<file path="config.mk">
export PLATFORM = sky130hd
export DESIGN_NAME = lfu_cache_table
export DESIGN_NICKNAME = d
export VERILOG_FILES = /design/src/hw/rtl/lfu_pkg.sv /design/src/hw/rtl/lfu_entry_ram.sv /design/src/hw/rtl/lfu_cache_table.sv
export SDC_FILE = /design/constraint.sdc
export NUM_CORES = 2
export LEC_CHECK = 0
export BUFFER_PORTS_ARGS = -buffer_cell sky130_fd_sc_hd__buf_2
export CELL_PAD_IN_SITES_DETAIL_PLACEMENT = 0
export CELL_PAD_IN_SITES_GLOBAL_PLACEMENT = 1
export CORE_MARGIN = 2
export CORE_UTILIZATION = 40
export DETAILED_ROUTE_END_ITERATION = 7
export GPL_TIMING_DRIVEN = 0
export PLACE_DENSITY = 0.72
export SLEW_MARGIN = 25
export SYNTH_ARGS = -nofsm -noshare
export SYNTH_HDL_FRONTEND = slang
export SYNTH_SLANG_ARGS = --single-unit
</file>
<file path="constraint.sdc">
create_clock -name clk -period 20 [get_ports clk]
set_input_delay 3 -clock clk [delete_from_list [all_inputs] [get_ports clk]]
set_output_delay 3 -clock clk [all_outputs]
set_load 0.1 [all_outputs]
</file>
<file path="src/hw/rtl/lfu_pkg.sv">
// ----------------------------------------------------------------------------
// lfu_pkg: shared types and constants for the LFU cache table
// Entry record kept in the entry RAM, request codes and fixed result values.
// ----------------------------------------------------------------------------
`default_nettype none

package lfu_pkg;

	typedef struct packed {
		logic [31:0] count;
		logic [31:0] value;
		logic [31:0] key;
	} entry_t;

	localparam logic        FUNC_GET   = 1'b0;
	localparam logic        FUNC_PUT   = 1'b1;
	localparam logic [31:0] MISS_VALUE = 32'hFFFF_FFFF;
	localparam logic [31:0] COUNT_MAX  = 32'hFFFF_FFFF;
	localparam logic [31:0] COUNT_ONE  = 32'd1;
	localparam logic [4:0]  CAP_RESET  = 5'd16;

endpackage

`default_nettype wire

</file>
<file path="src/hw/rtl/lfu_entry_ram.sv">
// ----------------------------------------------------------------------------
// lfu_entry_ram: entry storage of the LFU cache table
// One write port, one read port with registered read data.
// ----------------------------------------------------------------------------
`default_nettype none

module lfu_entry_ram #(
	parameter int DEPTH = 16,
	parameter int AW    = 4
) (
	input  logic           clk,
	input  logic           we,
	input  logic [AW-1:0]  waddr,
	input  lfu_pkg::entry_t wdata,
	input  logic [AW-1:0]  raddr,
	output lfu_pkg::entry_t rdata
);
	import lfu_pkg::*;

	entry_t mem [DEPTH];

	always_ff @(posedge clk) begin
		if (we) begin
			mem[waddr] <= wdata;
		end
	end

	always_ff @(posedge clk) begin
		rdata <= mem[raddr];
	end

endmodule

`default_nettype wire

</file>
<file path="src/hw/rtl/lfu_cache_table.sv">
// ----------------------------------------------------------------------------
// lfu_cache_table: fully associative key/value cache, LFU replacement
// Requests (get/put of a 32-bit key) enter on the s_ stream, one result beat
// per request leaves on the m_ stream.
//
// s_tdata: key [31:0], value [63:32]; s_tuser[0]: func (0 get, 1 put).
// m_tdata: read_value [31:0], evicted_key [63:32]; m_tuser: hit [0], evicted [1].
// cfg_wen/cfg_wdata write the capacity register (0 disables the cache);
// write it only while no request is in flight.
//
// Each request is handled alone: one pass over all MAX_ENTRIES entries of
// the entry RAM (one read per cycle through a single compare unit) finds the
// hit, the first free slot and the eviction victim, then the write-back
// state updates the RAM, the valid bits and the recency ranks. s_tready is
// high only between requests, so no new request is taken before the last
// one has been written back.
// The result sits in an output register; when the receiver stalls, the
// write-back waits until that register is free. Reset empties the cache and
// sets capacity to 16; no clearing pass is needed.
// ----------------------------------------------------------------------------
`default_nettype none

module lfu_cache_table #(
	parameter int MAX_ENTRIES = 16
) (
	input  logic        clk,
	input  logic        arst_n,
	input  logic        s_tvalid,
	output logic        s_tready,
	input  logic [63:0] s_tdata,   // key, value
	input  logic [0:0]  s_tuser,   // func
	output logic        m_tvalid,
	input  logic        m_tready,
	output logic [63:0] m_tdata,   // read_value, evicted_key
	output logic [1:0]  m_tuser,   // hit, evicted
	input  logic        cfg_wen,
	input  logic [4:0]  cfg_wdata
);
	import lfu_pkg::*;

	localparam int IDX_W  = (MAX_ENTRIES > 1) ? $clog2(MAX_ENTRIES) : 1;
	localparam int RANK_W = IDX_W;
	localparam int OCC_W  = $clog2(MAX_ENTRIES + 1);
	localparam int CW     = (OCC_W > 5) ? OCC_W : 5;
	localparam logic [IDX_W-1:0] LAST_IDX = IDX_W'(MAX_ENTRIES - 1);
	localparam logic [CW-1:0]    MAX_CAP  = CW'(MAX_ENTRIES);

	localparam logic [1:0] ST_IDLE = 2'd0;
	localparam logic [1:0] ST_SCAN = 2'd1;
	localparam logic [1:0] ST_WB   = 2'd2;

	logic [1:0]       state_q;
	logic [4:0]       cap_q;
	logic [OCC_W-1:0] occ_q;
	logic             func_q;
	logic [31:0]      key_q;
	logic [31:0]      val_q;

	logic             issue_q;
	logic [IDX_W-1:0] rd_idx_q;
	logic             vld_s1;
	logic [IDX_W-1:0] idx_s1;
	entry_t           rd_s1;

	logic              hit_q;
	logic [IDX_W-1:0]  hit_idx_q;
	logic [31:0]       hit_val_q;
	logic [31:0]       hit_cnt_q;
	logic [RANK_W-1:0] hit_rank_q;
	logic              free_q;
	logic [IDX_W-1:0]  free_idx_q;
	logic              vic_q;
	logic [IDX_W-1:0]  vic_idx_q;
	logic [31:0]       vic_cnt_q;
	logic [RANK_W-1:0] vic_rank_q;
	logic [31:0]       vic_key_q;

	logic              valid_q [MAX_ENTRIES];
	logic [RANK_W-1:0] rank_q  [MAX_ENTRIES];

	logic        m_tvalid_q;
	logic [63:0] m_tdata_q;
	logic [1:0]  m_tuser_q;

	// compare unit
	logic              e_valid;
	logic [RANK_W-1:0] e_rank;
	logic              key_match;
	logic              vic_better;

	// write-back decision
	logic              go;
	logic              wb_fire;
	logic [CW-1:0]     cap_ext;
	logic [CW-1:0]     cap_eff;
	logic [CW-1:0]     occ_ext;
	logic [OCC_W-1:0]  occ_m1;
	logic              sat;
	logic              o_hit;
	logic [31:0]       o_rd;
	logic              o_ev;
	logic [31:0]       o_evk;
	logic              mem_we;
	logic [IDX_W-1:0]  mem_waddr;
	entry_t            mem_wdata;
	logic              do_newest;
	logic              do_insert;
	logic [IDX_W-1:0]  t_idx;
	logic [RANK_W-1:0] t_rank;

	lfu_entry_ram #(
		.DEPTH (MAX_ENTRIES),
		.AW    (IDX_W)
	) u_ram (
		.clk   (clk),
		.we    (wb_fire && mem_we),
		.waddr (mem_waddr),
		.wdata (mem_wdata),
		.raddr (rd_idx_q),
		.rdata (rd_s1)
	);

	assign s_tready = (state_q == ST_IDLE);
	assign m_tvalid = m_tvalid_q;
	assign m_tdata  = m_tdata_q;
	assign m_tuser  = m_tuser_q;

	assign e_valid    = valid_q[idx_s1];
	assign e_rank     = rank_q[idx_s1];
	assign key_match  = e_valid && (rd_s1.key == key_q);
	assign vic_better = e_valid && (!vic_q || (rd_s1.count < vic_cnt_q) ||
		((rd_s1.count == vic_cnt_q) && (e_rank < vic_rank_q)));

	assign cap_ext = CW'(cap_q);
	assign cap_eff = (cap_ext > MAX_CAP) ? MAX_CAP : cap_ext;
	assign occ_ext = CW'(occ_q);
	assign occ_m1  = occ_q - OCC_W'(1);
	assign sat     = (hit_cnt_q == COUNT_MAX);
	assign go      = !m_tvalid_q || m_tready;
	assign wb_fire = (state_q == ST_WB) && go;

	always_comb begin
		o_hit     = 1'b0;
		o_rd      = '0;
		o_ev      = 1'b0;
		o_evk     = '0;
		mem_we    = 1'b0;
		mem_waddr = hit_idx_q;
		mem_wdata = '{count: COUNT_ONE, value: val_q, key: key_q};
		do_newest = 1'b0;
		do_insert = 1'b0;
		t_idx     = hit_idx_q;
		t_rank    = hit_rank_q;
		if (cap_eff == '0) begin
			if (func_q == FUNC_GET) begin
				o_rd = MISS_VALUE;
			end
		end else if (hit_q) begin
			o_hit           = 1'b1;
			mem_we          = 1'b1;
			mem_wdata.count = sat ? hit_cnt_q : hit_cnt_q + 32'd1;
			do_newest       = !sat;
			if (func_q == FUNC_GET) begin
				o_rd            = hit_val_q;
				mem_wdata.value = hit_val_q;
			end
		end else if (func_q == FUNC_GET) begin
			o_rd = MISS_VALUE;
		end else if (occ_ext < cap_eff) begin
			mem_we    = 1'b1;
			mem_waddr = free_idx_q;
			do_insert = 1'b1;
		end else if (vic_q) begin
			o_ev      = 1'b1;
			o_evk     = vic_key_q;
			mem_we    = 1'b1;
			mem_waddr = vic_idx_q;
			do_newest = 1'b1;
			t_idx     = vic_idx_q;
			t_rank    = vic_rank_q;
		end
	end

	// sequencer and control flags
	always_ff @(posedge clk or negedge arst_n) begin
		if (!arst_n) begin
			state_q    <= ST_IDLE;
			cap_q      <= CAP_RESET;
			occ_q      <= '0;
			issue_q    <= 1'b0;
			rd_idx_q   <= '0;
			vld_s1     <= 1'b0;
			hit_q      <= 1'b0;
			free_q     <= 1'b0;
			vic_q      <= 1'b0;
			m_tvalid_q <= 1'b0;
		end else begin
			if (cfg_wen) begin
				cap_q <= cfg_wdata;
			end
			if (wb_fire) begin
				m_tvalid_q <= 1'b1;
			end else if (m_tvalid_q && m_tready) begin
				m_tvalid_q <= 1'b0;
			end
			vld_s1 <= (state_q == ST_SCAN) && issue_q;
			unique case (state_q)
				ST_IDLE: begin
					if (s_tvalid) begin
						state_q  <= ST_SCAN;
						issue_q  <= 1'b1;
						rd_idx_q <= '0;
						hit_q    <= 1'b0;
						free_q   <= 1'b0;
						vic_q    <= 1'b0;
					end
				end
				ST_SCAN: begin
					if (issue_q) begin
						if (rd_idx_q == LAST_IDX) begin
							issue_q <= 1'b0;
						end else begin
							rd_idx_q <= rd_idx_q + IDX_W'(1);
						end
					end
					if (vld_s1) begin
						if (!hit_q && key_match) begin
							hit_q <= 1'b1;
						end
						if (!free_q && !e_valid) begin
							free_q <= 1'b1;
						end
						if (vic_better) begin
							vic_q <= 1'b1;
						end
						if (idx_s1 == LAST_IDX) begin
							state_q <= ST_WB;
						end
					end
				end
				ST_WB: begin
					if (go) begin
						state_q <= ST_IDLE;
						if (do_insert) begin
							occ_q <= occ_q + OCC_W'(1);
						end
					end
				end
				default: begin
					state_q <= ST_IDLE;
				end
			endcase
		end
	end

	// request and scan payload
	always_ff @(posedge clk) begin
		idx_s1 <= rd_idx_q;
		if (s_tvalid && s_tready) begin
			func_q <= s_tuser[0];
			key_q  <= s_tdata[31:0];
			val_q  <= s_tdata[63:32];
		end
		if (state_q == ST_SCAN && vld_s1) begin
			if (!hit_q && key_match) begin
				hit_idx_q  <= idx_s1;
				hit_val_q  <= rd_s1.value;
				hit_cnt_q  <= rd_s1.count;
				hit_rank_q <= e_rank;
			end
			if (!free_q && !e_valid) begin
				free_idx_q <= idx_s1;
			end
			if (vic_better) begin
				vic_idx_q  <= idx_s1;
				vic_cnt_q  <= rd_s1.count;
				vic_rank_q <= e_rank;
				vic_key_q  <= rd_s1.key;
			end
		end
		if (wb_fire) begin
			m_tdata_q <= {o_evk, o_rd};
			m_tuser_q <= {o_ev, o_hit};
		end
	end

	always_ff @(posedge clk or negedge arst_n) begin
		if (!arst_n) begin
			for (int j = 0; j < MAX_ENTRIES; j++) begin
				valid_q[j] <= 1'b0;
			end
		end else if (wb_fire && do_insert) begin
			valid_q[free_idx_q] <= 1'b1;
		end
	end

	// recency ranks, one lane per entry
	always_ff @(posedge clk) begin
		for (int j = 0; j < MAX_ENTRIES; j++) begin
			if (wb_fire) begin
				if (do_insert && (free_idx_q == IDX_W'(j))) begin
					rank_q[j] <= occ_q[RANK_W-1:0];
				end else if (do_newest) begin
					if (t_idx == IDX_W'(j)) begin
						rank_q[j] <= occ_m1[RANK_W-1:0];
					end else if (valid_q[j] && (rank_q[j] > t_rank)) begin
						rank_q[j] <= rank_q[j] - RANK_W'(1);
					end
				end
			end
		end
	end

endmodule

`default_nettype wire

</file>
==> impl_results.md <==
- Filler cell count: between 15000 and 20000
- Sequential-to-total area share from yosys stat: 0.7343
- Nets: between 5000 and 6000
- Slew Limit Fails: 0
- Row cnt: 165
- Setup tns final: 0 ns
- Postcts setup bufs: 0
- Worst path slowest cell: nor2_4
- CP Capture Type: register
- Skew-Pair Late Insertion Delay: ~0.85 ns
- R2r endpoint: vic_key_q[8]$_DFFE_PP_
- Initial antenna violation count: 4
- CTS tree: done
- I/O pins: around 140
- Rel. slew slack: 0.2363
- R2R setup slack: around 15 ns
- Largest net degree at the start of global routing: 40
- Hold crit path type: reg2reg
- Post-layout min period: 5.688 ns
- Mapped Cells: roughly 4700
- First-pass DRT Iterations: 5
- Hold Crit Depth: 0
- Hold path start: u_ram.rdata[49]$_DFF_P_
- Input/output buffers: about 140
- Commonest non-fill, non-tap cell in the layout: edfxtp_1
- CP Launch Type: input pin
- Worst EP required: 20.53 ns
- CP Max Fanout: 35
- Most frequent cells in the layout: 1879 x edfxtp_1, 304 x mux2i_1, 262 x o21ai_0
- Die X: between 400 and 500 µm
- Ys Warns: 0
- Final Power: 0.01144 W
- Power per cell area: between 100 and 150 mW/mm²
- Unique masters post-synth: between 60 and 70
- DP HPWL: about 150000 µm
- Max cap viols: 0
- CP Data Arrival Time: 6.21 ns
- Internal cell power: roughly 0.008 W
- Vias per cell: 5.651
- Mean Syn Cell Area: between 15 and 20 µm²
- Share of power burned in the clock network: 0.322
- Hold Path Sink: hit_val_q[17]$_DFFE_PP_
- Antenna-violating nets left: 0
- Total track usage: 0.2062
- Post-synth EDFFs: ~1900
- Sw Ratio: 0.3038
- Setup Crit Path Kind: in2reg
- Reg clk slew, reported paths: roughly 0.06 ns
- Hold Violations, Final: 0
- RSZ-0062 raised after global routing: false
- Drt drc: 0
- Part of the power in registers: 0.439
- Detailed Route WL: 215000 µm
- CP peak stage delay: 0.63 ns
- FFs w/ async S/R, synth: 0.01884
- Die Ht: around 450 µm
- Post-cts sizing count: 0
- # hold bufs at CTS: 0
- Fmax: roughly 180 MHz
- GPL Wtd Cong: around 0.93
- Most frequent CP cell: buf_12
- Die ar.: 0.2058 mm²
- Net Count, Synth: 4879
- Worst slew pin tran: 1.134 ns
- Vias in the first global route: roughly 45000
- Core ar.: about 0.20 mm²
- Static Leak: around 32 nW
- #FFs+latches synth: 2017
- Gate power share: 0.239
- First-pass GRT wire length: slightly above 300000 µm
- FF/Latch Area: ~0.059 mm²
- Syn Std Cell Area: approximately 0.081 mm²
- First-iteration detailed-routing DRC count: ~4700
- Initial Utilization: 0.4013
- Reg2Reg Depth: 11
- Fraction of layout cells with a size suffix above 1: 0.1957
- Area growth from synthesis to layout: 16.67%
- GRT overflow: 0
- Area of the multi-input gates: 0.02045 mm²
- Fin crit share: 0.2844
- Bufs on Longest Clock Path: 3
- TritonCTS Buffers: 197
- Largest vdd supply drop: between 100 and 150 µV
- Sink Count: 2017
- H-Tree Depth: 4
- Via total after detailed routing: 45130
- Net switching power: approximately 0.0035 W
- Main synth FF type: edfxtp_1
- DR WL/cell: 26.93 µm
- Status: completed
- RR Startpoint: idx_s1[1]$_DFF_P_
- CP Cell Sequence: buf_2, nand2b_1, nand2b_1, clkinv_4, o211a_1, nand3_1, nor2_4, buf_16, buf_12, buf_12, buf_12
- Setup violators final: 0
- Clk_skew: about 0.043 ns
- CTS root buf: clkbuf_16
==> stage by stage <==
stage / hold slack [ns] / instance area [µm²] / worst slack, ns / util / cells
after floorplan: 0.3693 / 80870 / 10.60 / - / 4681
after global placement: 0.3910 / 84920 / 3.872 / 0.4215 / 7495
after detailed placement: 0.3896 / 87890 / 13.48 / 0.4362 / 7610
after CTS: 0.3884 / 94300 / 14.32 / 0.4680 / 7982
after global routing: 0.4103 / 94340 / 14.20 / 0.4682 / 7984
final: 0.3945 / 94350 / 14.31 / 0.4683 / 7986
==> per-layer routing <==
metal	routed length, µm	global-route usage
met5	0	0
met4	6442	0.06354
met3	14180	0.03109
met2	105700	0.3471
met1	88670	0.2759
==> cell families (layout without fill, tap and decap cells) <==
group                      after synthesis  in the layout  share of synthesized area
DFF                                   2017           2017                     0.7343
muxes                                  658            658                     0.1170
AOI/OAI and AO/OA                      789            789                    0.06248
adders and majority gates              123            123                    0.01903
xor gates and xnor gates               106            106                    0.01148
buffers and inverters                  322            951                    0.01600
and+or+nand+nor                        666            666                    0.03979
other                                    0              4                          0
==> flip-flops by register name, summed over array words and instances, names as in the netlist, 5 cells and up <==
register and cells:
cap_ext 5, hit_cnt_q 32, hit_val_q 32, key_q 32, m_tdata 64, occ_ext 5, rank_q 64, u_ram.mem 1536
u_ram.rdata 96, val_q 32, valid_q 16, vic_cnt_q 32, vic_key_q 32
==> worst max-delay path: cells and delay by family <==
| family | cells | cell delay, ns |
|---|---|---|
| AO/OA/AOI/OAI | 1 | 0.25 |
| buffers and inverters | 6 | 1.25 |
| AND/OR/NAND/NOR | 4 | 1.59 |
==> worst max-delay path by stage <==
stage          slack (ns)  cells after the start     start                    endpoint
6_report            14.31                     11  m_tready  u_ram.mem[0][49]$_DFFE_PP_
5_1_grt             14.20                     11  m_tready  u_ram.mem[0][49]$_DFFE_PP_
4_1_cts             14.32                     11  m_tready  u_ram.mem[0][62]$_DFFE_PP_
3_5_place_dp        13.48                     11  m_tready  u_ram.mem[0][47]$_DFFE_PP_
3_3_place_gp         3.87                      7  m_tready  u_ram.mem[3][47]$_DFFE_PP_
2_1_floorplan       10.60                      6  m_tready   u_ram.mem[1][0]$_DFFE_PP_
==> layout make-up <==
type,count,share of cell area
sequential,2017,0.6293
tap,2672,0.03543
inverter,87,0.003514
antenna,4,0.0001061
buffer,235,0.01074
multi-input combinational,2342,0.2168
timing repair buffer,257,0.03615
clock inverter,113,0.01139
clock buffer,259,0.05655
==> Yosys cell counts, types with 15 or more instances <==
cell	number	area share
edfxtp_1	1879	0.70
mux2i_1	307	0.038
o21ai_0	265	0.016
mux4_2	216	0.060
nand2_1	198	0.0092
clkbuf_1	157	0.0073
nor2_1	147	0.0068
mux2_2	133	0.019
a21oi_1	130	0.0080
a22oi_1	124	0.012
ha_1	123	0.019
dfxtp_1	100	0.025
a221oi_1	97	0.011
inv_1	85	0.0039
nor3_1	63	0.0039
xnor2_1	58	0.0063
xor2_1	48	0.0052
buf_1	45	0.0021
a31oi_1	43	0.0033
nand3_1	43	0.0027
nand4_1	43	0.0033
and3_1	41	0.0032
dfrtp_1	37	0.011
o21a_1	29	0.0027
nand2b_1	26	0.0020
or3_1	24	0.0019
buf_2	23	0.0014
nor2b_1	23	0.0018
o221ai_1	18	0.0019
or2_2	17	0.0013
o22ai_1	15	0.0012
==> power by group through the flow <==
| stage | logic [W] | registers [W] | clock network [W] |
|---|---|---|---|
| 5_1_grt | 0.00293 | 0.00503 | 0.00389 |
| 4_1_cts | 0.00276 | 0.00502 | 0.00373 |
| 3_3_place_gp | 0.00268 | 0.00511 | 0 |
| 2_1_floorplan | 0.00176 | 0.00503 | 0 |
| 3_5_place_dp | 0.00275 | 0.00511 | 0 |
| 6_report | 0.00273 | 0.00502 | 0.00368 |
Note: power is estimated with default switching activity, not from simulation.
